<file path="config.mk">
export PLATFORM = sky130hd
export DESIGN_NAME = hsd_ctrl
export DESIGN_NICKNAME = d
export VERILOG_FILES = /design/src/design/hsd_pkg.sv /design/src/design/hsd_ctrl.sv
export SDC_FILE = /design/constraint.sdc
export NUM_CORES = 1
export LEC_CHECK = 0
export ABC_AREA = 1
export BUFFER_PORTS_ARGS = -buffer_cell sky130_fd_sc_hd__buf_4
export CORE_AREA = 3 3 106 108
export DETAILED_ROUTE_END_ITERATION = 10
export DIE_AREA = 0 0 109 111
export GPL_TIMING_DRIVEN = 0
export HOLD_SLACK_MARGIN = 0.08
export MAX_ROUTING_LAYER = met4
export PLACE_DENSITY = 0.62
export RECOVER_POWER = 50
export SLEW_MARGIN = 40
export SYNTH_ARGS = -nofsm -noshare
export SYNTH_HDL_FRONTEND = slang
export SYNTH_SLANG_ARGS = --single-unit
export TNS_END_PERCENT = 50
</file>
<file path="constraint.sdc">
create_clock -name clk_i -period 2.7 [get_ports clk_i]
set_input_delay 0.27 -clock clk_i [delete_from_list [all_inputs] [get_ports clk_i]]
set_output_delay 0.27 -clock clk_i [all_outputs]
set_load 0.005 [all_outputs]
</file>
<file path="src/design/hsd_pkg.sv">
`default_nettype none
// ----------------------------------------------------------------------------
// hsd_pkg: shared constants and helpers of the double heapsort
// Holds the store geometry, the RAM write data select codes and the
// double compare.
// ----------------------------------------------------------------------------
package hsd_pkg;

  localparam int unsigned MaxElementsDef = 64;
  localparam int unsigned ValueW = 64;

  // RAM write data select
  localparam logic [1:0] WselIn = 2'd0;
  localparam logic [1:0] WselHeld = 2'd1;
  localparam logic [1:0] WselChild = 2'd2;
  localparam logic [1:0] WselRd = 2'd3;

  // Strict IEEE less-than on bit patterns; -0 equals +0, any NaN compares false.
  function automatic logic dbl_less(input logic [63:0] x, input logic [63:0] y);
    logic x_zero;
    logic y_zero;
    logic x_nan;
    logic y_nan;
    logic res;
    x_zero = (x[62:0] == 63'd0);
    y_zero = (y[62:0] == 63'd0);
    x_nan = (x[62:52] == 11'h7ff) && (x[51:0] != 52'd0);
    y_nan = (y[62:52] == 11'h7ff) && (y[51:0] != 52'd0);
    if (x_nan || y_nan) begin
      res = 1'b0;
    end else if (x_zero && y_zero) begin
      res = 1'b0;
    end else if (x[63] != y[63]) begin
      res = x[63];
    end else if (!x[63]) begin
      res = (x[62:0] < y[62:0]);
    end else begin
      res = (x[62:0] > y[62:0]);
    end
    return res;
  endfunction

endpackage : hsd_pkg
`default_nettype wire

</file>
<file path="src/design/hsd_ctrl.sv">
`default_nettype none
// ----------------------------------------------------------------------------
// hsd_ctrl: heapsort sequencer
// Loads the set, runs build and extraction phases through sift-down over the
// RAM port, then reads the sorted store out on the output stream.
// ----------------------------------------------------------------------------
module hsd_ctrl
  import hsd_pkg::*;
#(
  parameter int unsigned MaxElements = MaxElementsDef,
  localparam int unsigned AddrW = (MaxElements > 1) ? $clog2(MaxElements) : 1,
  localparam int unsigned CntW = $clog2(MaxElements + 1) + 1
) (
  input  wire logic             clk_i,
  input  wire logic             rst_ni,
  input  wire logic             in_valid_i,
  input  wire logic             in_last_i,
  output logic                  in_ready_o,
  output logic                  out_valid_o,
  output logic                  out_final_o,
  output logic                  out_ovf_o,
  input  wire logic             out_ready_i,
  output logic                  we_o,
  output logic [AddrW-1:0]      addr_o,
  output logic [1:0]            wsel_o,
  output logic                  held_ld_o,
  output logic                  child_ld_o,
  output logic                  out_ld_o,
  input  wire logic             rd_gt_child_i,
  input  wire logic             held_lt_child_i
);

  localparam logic [3:0] StLoad   = 4'd0;
  localparam logic [3:0] StOuter  = 4'd1;
  localparam logic [3:0] StHeldRd = 4'd2;  // child <= rdata (root read data)
  localparam logic [3:0] StEndWr  = 4'd3;  // store[end-1] <= root
  localparam logic [3:0] StSift   = 4'd4;  // issue read of child j
  localparam logic [3:0] StCj     = 4'd5;  // child j data, read j+1
  localparam logic [3:0] StCj1    = 4'd6;  // compare j+1 data
  localparam logic [3:0] StMove   = 4'd7;
  localparam logic [3:0] StPlace  = 4'd8;
  localparam logic [3:0] StOutRd  = 4'd9;
  localparam logic [3:0] StOutLd  = 4'd10;
  localparam logic [3:0] StOutHold = 4'd11;
  localparam logic [3:0] StBuildRd = 4'd12;
  localparam logic [3:0] StLastRd = 4'd13;

  logic [3:0]      state_q, state_d;
  logic [CntW-1:0] cnt_q, cnt_d;
  logic [CntW-1:0] bidx_q, bidx_d;
  logic [CntW-1:0] eidx_q, eidx_d;
  logic [CntW-1:0] i_q, i_d;
  logic [CntW-1:0] j_q, j_d;
  logic [CntW-1:0] k_q, k_d;
  logic            drop_q, drop_d;
  logic            ovf_q, ovf_d;
  logic            fin_q, fin_d;
  logic            ov_q, ov_d;

  localparam logic [CntW-1:0] Cap = CntW'(MaxElements);
  localparam logic [CntW-1:0] One = CntW'(1);

  always_comb begin
    state_d = state_q; cnt_d = cnt_q; bidx_d = bidx_q; eidx_d = eidx_q;
    i_d = i_q; j_d = j_q; k_d = k_q; drop_d = drop_q; ovf_d = ovf_q;
    fin_d = fin_q; ov_d = ov_q;
    we_o = 1'b0; addr_o = '0; wsel_o = WselIn;
    held_ld_o = 1'b0; child_ld_o = 1'b0; out_ld_o = 1'b0;
    in_ready_o = 1'b0;
    case (state_q)
      StLoad: begin
        in_ready_o = 1'b1;
        addr_o = cnt_q[AddrW-1:0];
        if (in_valid_i) begin
          if (cnt_q < Cap) begin
            we_o = 1'b1;
            cnt_d = cnt_q + One;
          end else begin
            drop_d = 1'b1;
          end
          if (in_last_i) begin
            ovf_d = (cnt_q >= Cap) | drop_q;
            if (cnt_d >= CntW'(2)) begin
              bidx_d = (cnt_d >> 1) + One;
              eidx_d = cnt_d;
              state_d = StOuter;
            end else begin
              k_d = '0;
              state_d = StOutRd;
            end
          end
        end
      end
      StOuter: begin
        if (bidx_q > One) begin
          bidx_d = bidx_q - One;
          addr_o = AddrW'(bidx_q - CntW'(2));
          state_d = StBuildRd;
        end else begin
          addr_o = AddrW'(eidx_q - One);
          state_d = StLastRd;
        end
      end
      StBuildRd: begin
        held_ld_o = 1'b1;
        i_d = bidx_q;
        j_d = bidx_q << 1;
        state_d = StSift;
      end
      StLastRd: begin
        held_ld_o = 1'b1;
        addr_o = '0;
        state_d = StHeldRd;
      end
      StHeldRd: begin
        // read data now holds the root
        child_ld_o = 1'b1;
        state_d = StEndWr;
      end
      StEndWr: begin
        we_o = 1'b1;
        wsel_o = WselChild;
        addr_o = AddrW'(eidx_q - One);
        eidx_d = eidx_q - One;
        i_d = One;
        j_d = CntW'(2);
        if (eidx_q - One == One) begin
          state_d = StPlace;
        end else begin
          state_d = StSift;
        end
      end
      StSift: begin
        if (j_q <= eidx_q) begin
          addr_o = AddrW'(j_q - One);
          state_d = StCj;
        end else begin
          state_d = StPlace;
        end
      end
      StCj: begin
        child_ld_o = 1'b1;
        if (j_q < eidx_q) begin
          addr_o = AddrW'(j_q);
          state_d = StCj1;
        end else begin
          state_d = StMove;
        end
      end
      StCj1: begin
        if (rd_gt_child_i) begin
          child_ld_o = 1'b1;
          j_d = j_q + One;
        end
        state_d = StMove;
      end
      StMove: begin
        if (held_lt_child_i) begin
          we_o = 1'b1;
          wsel_o = WselChild;
          addr_o = AddrW'(i_q - One);
          i_d = j_q;
          j_d = j_q << 1;
          state_d = StSift;
        end else begin
          state_d = StPlace;
        end
      end
      StPlace: begin
        we_o = 1'b1;
        wsel_o = WselHeld;
        addr_o = AddrW'(i_q - One);
        if (bidx_q <= One && eidx_q == One) begin
          k_d = '0;
          state_d = StOutRd;
        end else begin
          state_d = StOuter;
        end
      end
      StOutRd: begin
        addr_o = k_q[AddrW-1:0];
        if (k_q >= cnt_q) begin
          cnt_d = '0; drop_d = 1'b0;
          state_d = StLoad;
        end else begin
          state_d = StOutLd;
        end
      end
      StOutLd: begin
        out_ld_o = 1'b1;
        wsel_o = WselRd;
        fin_d = (k_q + One == cnt_q);
        ov_d = ovf_q;
        k_d = k_q + One;
        state_d = StOutHold;
      end
      StOutHold: begin
        if (out_ready_i) begin
          state_d = StOutRd;
        end
      end
      default: state_d = StLoad;
    endcase
  end

  assign out_valid_o = (state_q == StOutHold);
  assign out_final_o = fin_q;
  assign out_ovf_o = ov_q;

  always_ff @(posedge clk_i or negedge rst_ni) begin
    if (!rst_ni) begin
      state_q <= StLoad; cnt_q <= '0; bidx_q <= '0; eidx_q <= '0;
      i_q <= '0; j_q <= '0; k_q <= '0; drop_q <= 1'b0; ovf_q <= 1'b0;
      fin_q <= 1'b0; ov_q <= 1'b0;
    end else begin
      state_q <= state_d; cnt_q <= cnt_d; bidx_q <= bidx_d; eidx_q <= eidx_d;
      i_q <= i_d; j_q <= j_d; k_q <= k_d; drop_q <= drop_d; ovf_q <= ovf_d;
      fin_q <= fin_d; ov_q <= ov_d;
    end
  end

  a_cnt_cap: assert property (@(posedge clk_i) disable iff (!rst_ni) cnt_q <= Cap)
    else $error("element count above capacity");
  a_out_load: assert property (@(posedge clk_i) disable iff (!rst_ni)
    out_valid_o |-> (state_q == StOutHold))
    else $error("output valid outside hold");
  a_hold: assert property (@(posedge clk_i) disable iff (!rst_ni)
    (out_valid_o && !out_ready_i) |=> out_valid_o)
    else $error("result dropped while stalled");

endmodule : hsd_ctrl
`default_nettype wire

</file>
=== After elaboration in Yosys (flattened, before gate mapping) ===
Index checks and enable logic that the tools add are counted.

* Bits in registers: 54
* Input bits: 7
* Output and inout port bits: 16
* Word-level logic and storage cells: 133

* $add $sub $neg: 9
* Magnitude comparators: 8
* Equality and inequality tests: 27
* Muxes and demuxes: 57
* Bitwise logic cells: 1
* Reduce and logical (&&, ||, !) cells: 20

{| class="wikitable"
|+ Operator list
! operator !! number
|-
| $mux 8 || 18
|-
| $pmux 4 s14 || 1
|-
| $pmux 6 s8 || 1
|-
| $pmux 8 s2 || 3
|-
| $mux 4 || 9
|-
| $pmux 8 s4 || 1
|-
| $mux 6 || 5
|-
| $add 8x1->8 const B || 3
|-
| $eq 4x4->1 const B || 6
|-
| $pmux 8 s3 || 1
|-
| $ne 2x2->1 const B || 10
|-
| $pmux 6 s3 || 1
|-
| $eq 4x3->1 const B || 4
|-
| $eq 8x1->1 const B || 2
|-
| $sub 8x1->8 const B || 2
|-
| $mux 1 || 12
|-
| $reduce_and 3->1 || 4
|-
| $sub 6x1->6 const B || 2
|-
| $reduce_and 5->1 || 2
|-
| $add 7x1->8 const B || 1
|-
| $eq 4x2->1 const B || 2
|-
| $eq 8x8->1 || 1
|-
| $ge 8x2->1 const B || 1
|-
| $ge 8x7->1 const B || 1
|-
| other kinds (22) || 29
|}

=== Longest topological paths before layout ===
Gate-level depths: netlist (run 1).

* Depth after elaboration: 9
* Mapped depth: 14
* Mapped depth without buffers: 14

=== Least setup slack after synthesis (run 1) ===
Ideal clock, no wire load.

* Path kind: register -> output
* From: reg eidx_q[3]
* To: out addr_o[2]
* Data arrival time: 1582 ps
* Data required time: 2430 ps
* Slack: 848 ps
* Cell stages (with the launch flop): 13
* Buffers on the path: 0
* Cells stage by stage: dfrtp_1 inv_1 ha_1 nand2_1 inv_1 nand2_1 nand2_1 nand2_1 nand2_1 nand2_1 nand2_1 or2_0 nand4_1

* Word-level cells in the longest chain between the ends: 3
* Elaborated cells on any way between the ends: 5
* Those cells by class: order compare (2); mux (3)

{| class="wikitable"
|+ Ends and longest elaborated chain
! what !! RTL line !! RTL
|-
| start, declared || hsd_ctrl.sv:51 || <nowiki>logic [CntW-1:0] eidx_q, eidx_d;</nowiki>
|-
| start signal, assigned || hsd_ctrl.sv:216 || <nowiki>state_q <= state_d; cnt_q <= cnt_d; bidx_q <= bidx_d; eidx_q <= eidx_d;</nowiki>
|-
| $lt 8x8->1 or $le 8x8->1 (tied branches) || hsd_ctrl.sv:143, hsd_ctrl.sv:134 ||
|-
| $mux 6, on equally long branches || hsd_ctrl.sv:143, hsd_ctrl.sv:134 ||
|-
| $pmux 6 s8 * || hsd_ctrl.sv:70 || <nowiki>case (state_q)</nowiki>
|-
| end, declared || hsd_ctrl.sv:24 || <nowiki>output logic [AddrW-1:0] addr_o,</nowiki>
|}

Mark *: on every way between the ends. The rest lies on a longest branch, timed or not.

=== Worst setup path in the final report (run 1) ===
* From: reg state_q[1]
* To: out addr_o[0]

* Word-level cells in the longest chain between the ends: 2
* Elaborated cells on any way between the ends: 9
* Those cells by class: eq/ne (7); mux (1); reduce/logical (1)

{| class="wikitable"
|+ Ends and longest elaborated chain
! what !! RTL line !! RTL
|-
| start, declared || hsd_ctrl.sv:48 || <nowiki>logic [3:0] state_q, state_d;</nowiki>
|-
| start signal, assigned || hsd_ctrl.sv:216 ||
|-
| $eq 4x4->1, or another cell as far along || hsd_ctrl.sv:70 ||
|-
| $pmux 6 s8 * || hsd_ctrl.sv:70 ||
|}

Marks and branches as above.

==> results of run 1 <==
[through the flow]
step	cells	util, %	worst slack [ns]
final	889	50.0	0.125
after global routing	889	50.0	0.000227
after CTS	886	49.6	0.00476
after detailed placement	877	48.3	0.258
after global placement	877	48.3	0.243
after floorplan	719	-	0.848
[power by group through the flow]
stage / sequential (W) / clock (W) / combinational (W)
final: 0.00143 / 0.000600 / 0.00419
after global routing: 0.00149 / 0.000640 / 0.00472
after CTS: 0.00142 / 0.000605 / 0.00405
after detailed placement: 0.00144 / 0 / 0.00402
after global placement: 0.00144 / 0 / 0.00396
after floorplan: 0.00134 / 0 / 0.00287
[synthesized netlist by cell type (3+ instances only)]
master	instances	area, um2
a21oi_1	25	125
a22oi_1	4	30.0
buf_2	7	35.0
clkbuf_1	4	15.0
dfrtp_1	54	1350
ha_1	29	363
inv_1	98	368
inv_2	5	18.8
nand2_1	216	811
nand2_2	8	50.1
nand3_1	52	260
nand3_2	3	30.0
nand4_1	20	125
nor2_1	66	248
nor3_1	4	20.0
o211ai_1	4	30.0
o21ai_0	65	325
o21ai_1	4	20.0
o22ai_1	8	50.1
xor2_1	17	149
[cells by family (layout without fill, tap and decap cells)]
kind of cell,Yosys count,after routing
flops,54,54
fa+ha+maj,29,29
xor+xnor,18,18
buf+inv,117,151
simple gates,378,378
compound gates,123,123
[state kept, by name, summed over array words and instances, names as in the netlist, 4 cells and up]
name,flops
bidx_q,8
cnt_q,8
eidx_q,8
i_q,6
j_q,8
k_q,8
state_q,4
[worst reg2reg max path: stages, from the launching register on]
cell	delay, ns
dfrtp_1	0.50
inv_2	0.15
ha_1	0.33
nand2_1	0.08
o21ai_0	0.16
nor2_1	0.07
a22oi_1	0.31
nand2_1	0.27
o21ai_0	0.22
[repair_timing]
item / in CTS / in global routing
setup endpoints to repair: 1 / 7
setup buffers: 0 / 2
cloned: 0 / 0
gates resized for setup: 3 / 11
hold buffers: 1 / 0
pin swaps: 0 / 1
hold endpoints to repair: 54 / 0
[worst paths after layout]
check                         startpoint           to  slack (ns)  cells after the start
max                           state_q[1]    addr_o[0]        0.12                     12
max in group asynchronous         rst_ni    bidx_q[0]        0.54                      3
max reg2reg                     cnt_q[7]     cnt_q[5]        0.53                      8
min in group asynchronous         rst_ni       k_q[2]        0.55                      2
min                        rd_gt_child_i       j_q[0]        0.20                      3
min reg2reg                  out_final_o  out_final_o        0.50                      2
[area by class of cell]
class | instances | area share, %
multi-input cells | 548 | 55.2
flip-flops and latches | 54 | 26.2
inverters | 105 | 7.98
repair buffers | 26 | 3.71
well taps | 136 | 3.30
clock buffers | 5 | 1.33
plain buffers | 12 | 1.31
clock inverters | 3 | 0.921
[per-layer routing]
layer / track usage [%] / share of wire [%] / wire length, um
met4: 5.47 / 1.8 / 257
met3: 3.73 / 7.8 / 1090
met2: 34.3 / 43 / 6020
met1: 37.9 / 48 / 6700
met5: - / 0 / 0
==> summary.txt, run 1 <==
Outcome
  • Status: complete, no violations

Floorplan
  • Starting density of the core: 45.0%
  • Cell Rows: 37
  • Core Footprint: ~10,000 um2
  • Die Footprint: 12,100 um2
  • I/O pin count: 23
  • Die Y: 111 um
  • Die Wd: around 110 um

Finish
  • Fillers: 1,061
  • Most frequent cells in the layout: nand2_1, inv_1, o21ai_0
  • Share of cells above drive strength 1: 10.4%
  • Layout area overhead: 11.0%
  • Register Area: 1350 um2
  • NumNets Final: about 800
  • Most common cell after layout, fill and taps aside: nand2_1
  • N_diodes: 0
  • Finished Cell Area: 5160 um2
  • Multi-input gate area: between 2000 and 3000 um2

Power
  • Power per cell area: 1210 nW/um2
  • Pleak: 2.65 nW
  • NetSw: about 0.0034 W
  • Reg power frac: 23.1%
  • Sw Ratio: 54.3%
  • Clk pwr share: 9.6%
  • Max IR drop VDD: 0.589 mV
  • Combinational share of power: 67.3%
  • Total power: 0.00622 W
  • Cell internal pwr: approximately 0.0028 W

Drt
  • Post-Route WL: 14.1 mm
  • Vias per cell: around 5.4
  • Pre-antenna DRT Iters: 6
  • DRC: 0
  • Post-DRT Antenna Nets: 0
  • Via count: 4,824
  • Routed len/inst: 15.8 um
  • DR iter-0 viols: roughly 450

Yosys
  • Asr flop ratio synth: between 90% and 100%
  • Sequential cell area fraction in the yosys report: 29.1%
  • Synth Flop Type: dfrtp_1
  • Yosys reg bits: between 50 and 60
  • Cells after synthesis: around 720
  • Post-Synth Simple-Gate Area: 34.8%
  • Xor/xnor cell area share of the yosys netlist: 3.39%
  • Mean Syn Cell Area: 6.47 um2
  • YS warnings: 0
  • Multiplexer share of the synthesized area: 0%
  • Post-synth EDFFs: 0
  • Post-synth net total: between 700 and 800
  • Area share of fa/ha/maj cells after synthesis: 7.80%
  • Compound-Gate Fraction of Synth Area: ~15%
  • Synth Cell Area: 4650 um2
  • Largest family of logic cells by synthesized area: simple AND/OR/NAND/NOR gates
  • Yosys cell types: 40

Critical path
  • Critical path fanouts, max: 8
  • CP endpoint kind: output pin
  • WP buf/inv: 3
  • Crit Path Category: reg -> out
  • Crit-path cells: buf_2 > nand2_2 > nor2_4 > nand2_2 > clkinvlp_4 > nand2_1 > o21ai_0 > a21oi_1 > nand3_1 > a21oi_1 > nand2_1 > buf_4
  • CP arrival: roughly 2.3 ns
  • Crit path launch type: register
  • Crit-path max cell delay: between 0.3 and 0.4 ns
  • Worst Path Required: 2.43 ns
  • CP top delay family: simple AND/OR/NAND/NOR gates
  • CP max-delay cell: dfrtp_1

Global routing
  • First-pass GRT wire length: 23.2 mm
  • Number of global-route vias before repair: 4,393
  • Overflow after GRT: 0
  • Largest net degree at the start of global routing: 55
  • Global-route usage over all layers: between 20% and 30%
  • Initial antenna violation count: 0

CTS
  • H-tree depth: 2
  • Clk_lat worst skew: 0.33 ns
  • Cts bufs inserted: 5
  • Clock Tree Root: clkbuf_8
  • Worst-case clock buffer depth: 2
  • Clock tree sinks: 54
  • CTS tree: done
  • Worst-path clk slew: ~0.12 ns

STA
  • Hold Fails Final Rpt: 0
  • Slew Viols, Final: 0
  • Setup-failing EPs final: 0
  • Hold slack: about 0.2 ns
  • Crit share post-route: a little over nine tenths
  • Peak Freq: 388 MHz
  • Worst-Margin Slew: 1.05 ns
  • Slew margin rel.: around 30%
  • RSZ-0062 raised after global routing: no
  • Crit path time final: 2.58 ns
  • Clock skew: around 0.013 ns
  • Setup TNS: 0 ns

Worst hold path
  • Hold crit path type: in -> reg

Placed design
  • GPL Wtd Cong: 0.973
  • Buffers on Ports: 22
  • Placed Area: 4980 um2
  • DPL Wire Length: 11.0 mm

Job
  • MaxCap Viol Count: 0
Note: power is estimated with default switching activity, not from simulation.
==> inputs of run 2 (changes only) <==
--- a/config.mk
+++ b/config.mk
@@ -7,13 +7,13 @@
 export LEC_CHECK = 0
 export ABC_AREA = 1
 export BUFFER_PORTS_ARGS = -buffer_cell sky130_fd_sc_hd__buf_4
-export CORE_AREA = 3 3 106 108
+export CORE_AREA = 3 3 112 114
 export DETAILED_ROUTE_END_ITERATION = 10
-export DIE_AREA = 0 0 109 111
+export DIE_AREA = 0 0 115 117
 export GPL_TIMING_DRIVEN = 0
 export HOLD_SLACK_MARGIN = 0.08
 export MAX_ROUTING_LAYER = met4
-export PLACE_DENSITY = 0.62
+export PLACE_DENSITY = 0.56
 export RECOVER_POWER = 50
 export SLEW_MARGIN = 40
 export SYNTH_ARGS = -nofsm -noshare
==> run 2 against run 1 <==
Compared with the run above: clock skew down 0.0076 ns; critical path depth up 1; non-clock buffer count down 3; total power up 0.86%; register-to-register slack worse by 0.10 ns; sequential share of layout area down 0.13 points; final area up 0.41%; setup slack worse by 0.085 ns; final cell count up 0.45%; critical path type unchanged.
==> summary.txt, run 2 (synthesis gave the netlist of run 1 again) <==
Outcome
  • Status: complete, no violations (unchanged)

Global routing
  • Number of global-route vias before repair: 4,427 (was 4,393)
  • First-pass GRT wire length: 23.5 mm (was 23.2 mm)
  • Initial antenna violation count: 0 (unchanged)
  • Overflow after GRT: 0 (unchanged)
  • Largest net degree at the start of global routing: 55 (unchanged)
  • Global-route usage over all layers: 22.9% (was 24.8%)

CTS
  • Cts bufs inserted: 5 (unchanged)
  • Clock Tree Root: clkbuf_16 (was clkbuf_8)
  • CTS tree: done (unchanged)
  • Clock tree sinks: 54 (unchanged)
  • Worst-case clock buffer depth: 2 (unchanged)
  • Clk_lat worst skew: 0.31 ns (was 0.33 ns)
  • Worst-path clk slew: 0.07 ns (was 0.12 ns)
  • Setup Fix Bufs, Post-CTS: 0 (unchanged)
  • H-tree depth: 2 (unchanged)

Job
  • MaxCap Viol Count: 0 (unchanged)

STA
  • Crit path time final: 2.66 ns (was 2.58 ns)
  • Slew margin rel.: 6.76% (was 29.8%)
  • Worst-Margin Slew: 1.40 ns (was 1.05 ns)
  • Crit share post-route: 98.5% (was 95.4%)
  • RSZ-0062 raised after global routing: yes (was no)
  • Peak Freq: 376 MHz (was 388 MHz)
  • Setup ws final: 0.0403 ns (was 0.125 ns)
  • Hold slack: 0.233 ns (was 0.195 ns)
  • Setup-failing EPs final: 0 (unchanged)
  • Hold Fails Final Rpt: 0 (unchanged)
  • Slew Viols, Final: 0 (unchanged)
  • Clock skew: 0.00550 ns (was 0.0131 ns)

Drt
  • Vias per cell: 5.33 (was 5.43)
  • Pre-antenna DRT Iters: 5 (was 6)
  • Post-Route WL: 14.3 mm (was 14.1 mm)
  • Routed len/inst: 16.0 um (was 15.8 um)
  • DRC: 0 (unchanged)
  • Via count: 4,757 (was 4,824)
  • DR iter-0 viols: 433 (was 446)
  • Post-DRT Antenna Nets: 0 (unchanged)

Critical path
  • Worst R2R Start: cnt_q[7] (unchanged)
  • Worst Reg-to-Reg Cells: 8 (unchanged)
  • Crit-path max cell delay: 0.32 ns (was 0.37 ns)
  • Crit Path Category: reg -> out (unchanged)
  • CP top delay family: simple AND/OR/NAND/NOR gates (unchanged)
  • Critical path fanouts, max: 10 (was 8)
  • Critical path launch point: state_q[1] (unchanged)
  • End of the worst register-to-register path: cnt_q[4] (was cnt_q[5])
  • Worst Path Required: 2.43 ns (about the same)
  • CP arrival: 2.39 ns (was 2.31 ns)
  • Crit path capture: addr_o[4] (was addr_o[0])
  • Crit-path cells: buf_2 > nand2_2 > nor2_4 > nand2_1 > clkbuf_4 > inv_1 > nand2_1 > nand2_2 > nand2_1 > o2111ai_1 > nor2_2 > o211ai_1 > buf_4 (was buf_2 > nand2_2 > nor2_4 > nand2_2 > clkinvlp_4 > nand2_1 > o21ai_0 > a21oi_1 > nand3_1 > a21oi_1 > nand2_1 > buf_4)
  • Worst path most repeated cell: nand2_1
  • Worst R2R Setup Slack: 0.43 ns (was 0.53 ns)
  • CP endpoint kind: output pin (unchanged)
  • CP max-delay cell: dfrtp_1 (unchanged)
  • Crit path launch type: register (unchanged)
  • WP buf/inv: 4 (was 3)
  • Crit path depth: 13 (was 12)

Finish
  • NumNets Final: 785 (was 788)
  • Layout area overhead: 11.4% (was 11.0%)
  • Multi-input gate area: 2850 um2 (about the same)
  • Most common cell after layout, fill and taps aside: nand2_1 (unchanged)
  • Final core area utilization: 45.0% (was 50.0%)
  • Finished Cell Area: 5180 um2 (was 5160 um2)
  • Fillers: 1,260 (was 1,061)
  • Share of cells above drive strength 1: 9.73% (was 10.4%)
  • Most frequent cells in the layout: nand2_1, inv_1, o21ai_0 (unchanged)
  • N_diodes: 0 (unchanged)
  • Register Area: 1350 um2 (about the same)

Placed design
  • Buffers on Ports: 22 (unchanged)
  • DPL Wire Length: 11.5 mm (was 11.0 mm)
  • Placed Area: 4990 um2 (was 4980 um2)
  • GPL Wtd Cong: 0.969 (was 0.973)
  • Dpl ws: 0.260 ns (was 0.258 ns)

Power
  • Power per cell area: 1210 nW/um2 (about the same)
  • Max IR drop VDD: 0.496 mV (was 0.589 mV)
  • Pleak: 2.65 nW (about the same)

Floorplan
  • I/O pin count: 23 (unchanged)
  • Cell Rows: 39 (was 37)
  • Starting density of the core: 40.4% (was 45.0%)
  • Die Footprint: 13,500 um2 (was 12,100 um2)
  • Die Wd: 115 um (was 109 um)
  • Core Footprint: 11,500 um2 (was 10,300 um2)
  • Die Y: 117 um (was 111 um)

Worst hold path
  • Hold crit path type: in -> reg (unchanged)
run 2: cell count changes in the layout (fill, tap and decap cells not counted), sizes merged:
cell	delta
buf	-5
clkbuf	+3
bufinv	-1
clkinvlp	+1
inv	-1
run 2: final cells by class:
type | count | share of cell area [%]
repair buffers | 23 | 3.33
multi-input cells | 548 | 55.0
plain buffers | 12 | 1.21
flip-flops and latches | 54 | 26.1
clock inverters | 2 | 0.241
inverters | 105 | 7.94
well taps | 143 | 3.45
clock buffers | 6 | 2.68
run 2: timing repair:
| item | in CTS | in global routing |
|---|---|---|
| gates resized for setup | 3 | 10 |
| hold buffers | 1 | 0 |
| setup endpoints to repair | 2 | 6 |
| endpoints found under the hold margin | 54 | 0 |
run 2: where the power goes:
| group | total, W | internal, W | switching (W) | leakage [nW] |
|---|---|---|---|---|
| Sequential | 0.00144 | 0.00110 | 0.000341 | 0.719 |
| Clock | 0.000680 | 0.000368 | 0.000311 | 0.0729 |
| Combinational | 0.00415 | 0.00145 | 0.00270 | 1.86 |
| Total | 0.00627 | 0.00292 | 0.00336 | 2.65 |
run 2: metrics by stage:
| step | TNS [ns] | instances | power (W) |
|---|---|---|---|
| 6_report | 0 | 893 | 0.00627 |
| 5_1_grt | -0.135 | 893 | 0.00697 |
| 4_1_cts | 0 | 893 | 0.00623 |
| 3_5_place_dp | 0 | 884 | 0.00550 |
| 3_3_place_gp | 0 | 884 | 0.00543 |
| 2_1_floorplan | 0 | 719 | 0.00421 |
run 2: worst reg2reg max path: cells and delay by family, from the launching register on:
family                   cells  cell delay, ns
AND/OR/NAND/NOR              3            0.41
flip-flops                   1            0.49
buffers and inverters        1            0.23
AO/OA/AOI/OAI                3            0.70
adder cells (fa/ha/maj)      1            0.35
run 2: worst min-delay path by stage:
stage / from / end / cells past startpoint
4_1_cts: rd_gt_child_i / j_q[0] / 3
2_1_floorplan: rst_ni / bidx_q[0] / 0
3_3_place_gp: rst_ni / k_q[0] / 1
3_5_place_dp: rst_ni / eidx_q[2] / 1
6_report: rd_gt_child_i / j_q[0] / 3
5_1_grt: rd_gt_child_i / j_q[0] / 3
run 2: metal layers:
layer  GRT usage [%]  up-vias  share of wire [%]  routed length [um]
li1                -     2397                  -                   -
met1            32.7     2198                 47                6780
met2            34.5      144                 44                6320
met3            2.72       18                6.7                 954
met4            6.03        0                1.7                 243
met5               -        -                  0                   0
==> inputs of run 3 (changes only) <==
--- a/config.mk
+++ b/config.mk
@@ -8,6 +8,7 @@
 export ABC_AREA = 1
 export BUFFER_PORTS_ARGS = -buffer_cell sky130_fd_sc_hd__buf_4
 export CORE_AREA = 3 3 112 114
+export CTS_BUF_LIST = sky130_fd_sc_hd__clkbuf_16
 export DETAILED_ROUTE_END_ITERATION = 10
 export DIE_AREA = 0 0 115 117
 export GPL_TIMING_DRIVEN = 0
==> run 3 against run 2 <==
Compared with the run above: via count hardly changed; count of clock-buffer cells in the layout decreased by 1; combinational power about the same; register-to-register slack about the same; maximum frequency shrank 0.14%; clock power down 4.3%; global-route usage did not move; sequential cell count unchanged; highest routed layer unchanged.
==> summary.txt, run 3 (synthesis gave the netlist of run 1 again) <==
Outcome
  • Status: complete, no violations (unchanged)

Critical path
  • Worst R2R Setup Slack: 0.43 ns (about the same)
  • Crit path launch type: register (unchanged)
  • Critical path fanouts, max: 10 (unchanged)
  • CP arrival: 2.39 ns (about the same)
  • Crit Path Category: reg -> out (unchanged)
  • Worst Path Required: 2.43 ns (about the same)
  • Worst R2R Start: cnt_q[7] (unchanged)
  • CP endpoint kind: output pin (unchanged)
  • Worst Reg-to-Reg Cells: 8 (unchanged)
  • End of the worst register-to-register path: cnt_q[4] (unchanged)

Finish
  • Post-route insts no fill: 893 (unchanged)
  • Most frequent cells in the layout: nand2_1, inv_1, o21ai_0 (unchanged)
  • N_diodes: 0 (unchanged)
  • Fillers: 1,261 (was 1,260)
  • Most common cell after layout, fill and taps aside: nand2_1 (unchanged)
  • Layout area overhead: 11.2% (was 11.4%)
  • NumNets Final: 785 (unchanged)
  • Share of cells above drive strength 1: 9.60% (was 9.73%)

Power
  • Total power: 0.00625 W (was 0.00627 W)
  • Pleak: 2.65 nW (about the same)
  • Max IR drop VDD: 0.494 mV (was 0.496 mV)
  • Sw Ratio: 53.7% (was 53.5%)
  • Combinational share of power: 66.5% (was 66.2%)
  • Reg power frac: 23.1% (was 23.0%)
  • Power per cell area: 1210 nW/um2 (about the same)
  • NetSw: 0.00336 W (about the same)
  • Cell internal pwr: 0.00289 W (was 0.00292 W)
  • Clk pwr share: 10.4% (was 10.8%)

CTS
  • Cts bufs inserted: 5 (unchanged)
  • H-tree depth: 2 (unchanged)
  • CTS tree: done (unchanged)
  • Clock tree sinks: 54 (unchanged)
  • Clk_lat worst skew: 0.31 ns (about the same)
  • Worst-path clk slew: 0.07 ns (about the same)
  • Worst-case clock buffer depth: 2 (unchanged)
  • Clock Tree Root: clkbuf_16 (unchanged)
  • Setup Fix Bufs, Post-CTS: 0 (unchanged)

Worst hold path
  • Hold crit path type: in -> reg (unchanged)
  • Worst Hold Endpoint: j_q[0] (unchanged)
  • Worst min-delay path startpoint: rd_gt_child_i (unchanged)
  • Hold path depth: 3 (unchanged)

STA
  • Setup TNS: 0 ns (unchanged)
  • Slew Viols, Final: 0 (unchanged)
  • Clock skew: 0.00550 ns (about the same)
  • Hold Fails Final Rpt: 0 (unchanged)
  • Crit path time final: 2.66 ns (about the same)
  • Slew margin rel.: 6.77% (was 6.76%)
  • Setup-failing EPs final: 0 (unchanged)
  • Worst-Margin Slew: 1.40 ns (about the same)
  • RSZ-0062 raised after global routing: yes (unchanged)
  • Peak Freq: 375 MHz (was 376 MHz)
  • Crit share post-route: 98.6% (was 98.5%)

Drt
  • Post-Route WL: 14.3 mm (about the same)
  • DR iter-0 viols: 433 (unchanged)
  • Vias per cell: 5.33 (about the same)
  • Routed len/inst: 16.0 um (about the same)
  • DRC: 0 (unchanged)
  • Post-DRT Antenna Nets: 0 (unchanged)
  • Via count: 4,756 (was 4,757)
  • Pre-antenna DRT Iters: 5 (unchanged)

Global routing
  • GRT met3 Usage: 2.72% (unchanged)
  • First-pass GRT wire length: 23.5 mm (unchanged)
  • Global-route usage over all layers: 22.9% (unchanged)
  • Number of global-route vias before repair: 4,427 (unchanged)
  • Met2 usage: 34.5% (unchanged)
  • Top Usage Layer GRT: met2 (unchanged)
  • Met1 usage: 32.7% (unchanged)
  • Overflow after GRT: 0 (unchanged)
  • Initial antenna violation count: 0 (unchanged)
  • Largest net degree at the start of global routing: 55 (unchanged)

Floorplan
  • Die Y: 117 um (unchanged)
  • I/O pin count: 23 (unchanged)
  • Core Footprint: 11,500 um2 (unchanged)
  • Starting density of the core: 40.4% (unchanged)
  • Cell Rows: 39 (unchanged)
  • Die Wd: 115 um (unchanged)
  • Die Footprint: 13,500 um2 (unchanged)

Placed design
  • Dpl cells: 884 (unchanged)
  • DPL Wire Length: 11.5 mm (unchanged)
  • GPL Wtd Cong: 0.969 (unchanged)
  • Buffers on Ports: 22 (unchanged)

Job
  • MaxCap Viol Count: 0 (unchanged)
-- run 3: cell types whose count changed in the layout (fill, tap and decap cells not counted) --
cell      before  now
clkbuf_8       1    0
clkinv_1       0    1
-- run 3: how the worst max path moves through the flow --
stage	cells after the start	end	start
finish	13	addr_o[4]	state_q[1]
detailed placement	13	addr_o[4]	state_q[1]
global placement	13	addr_o[4]	state_q[1]
floorplan	12	addr_o[2]	eidx_q[3]
CTS	13	addr_o[2]	eidx_q[3]
global route	13	addr_o[4]	state_q[1]
-- run 3: per-layer routing --
layer | routed length [um] | vias up
met5 | 0 | -
met4 | 243 | 0
met3 | 910 | 18
met2 | 6330 | 140
met1 | 6820 | 2200
li1 | - | 2398
-- run 3: critical path, cell delays in order, from the launching register on --
cell and delay, ns:
dfrtp_1 0.32, buf_2 0.19, nand2_2 0.10, nor2_4 0.23
nand2_1 0.11, clkbuf_4 0.20, inv_1 0.08, nand2_1 0.15
nand2_2 0.16, nand2_1 0.10, o2111ai_1 0.12, nor2_2 0.09
o211ai_1 0.09, buf_4 0.13
-- run 3: layout make-up --
class | count | area [um2] | share of cell area, %
plain buffers | 12 | 62.6 | 1.21
inverters | 105 | 412 | 7.96
flip-flops and latches | 54 | 1350 | 26.2
multi-input cells | 548 | 2850 | 55.1
repair buffers | 23 | 173 | 3.34
clock inverters | 3 | 16.3 | 0.315
well taps | 143 | 179 | 3.46
clock buffers | 5 | 125 | 2.42
-- run 3: metrics by stage --
step	area, um2	util, %	hold slack, ns	setup slack [ns]
4_1_cts	5150	44.7	0.225	0.0162
3_5_place_dp	4990	43.4	0.390	0.260
5_1_grt	5170	44.9	0.251	-0.0666
3_3_place_gp	4990	43.4	0.387	0.253
6_report	5170	44.9	0.232	0.0365
2_1_floorplan	4650	-	-0.0256	0.848
-- run 3: power by group through the flow --
| stage | sequential [W] | combinational, W | clock, W |
|---|---|---|---|
| 2_1_floorplan | 0.00134 | 0.00287 | 0 |
| 3_3_place_gp | 0.00145 | 0.00398 | 0 |
| 3_5_place_dp | 0.00145 | 0.00405 | 0 |
| 4_1_cts | 0.00144 | 0.00409 | 0.000676 |
| 5_1_grt | 0.00149 | 0.00475 | 0.000693 |
| 6_report | 0.00144 | 0.00415 | 0.000651 |
-- run 3: what timing repair did --
| item | CTS | global route |
|---|---|---|
| pin swaps | 0 | 0 |
| gates resized for setup | 3 | 10 |
| hold buffers | 1 | 0 |
| setup endpoints to repair | 2 | 6 |
| endpoints found under the hold margin | 54 | 0 |
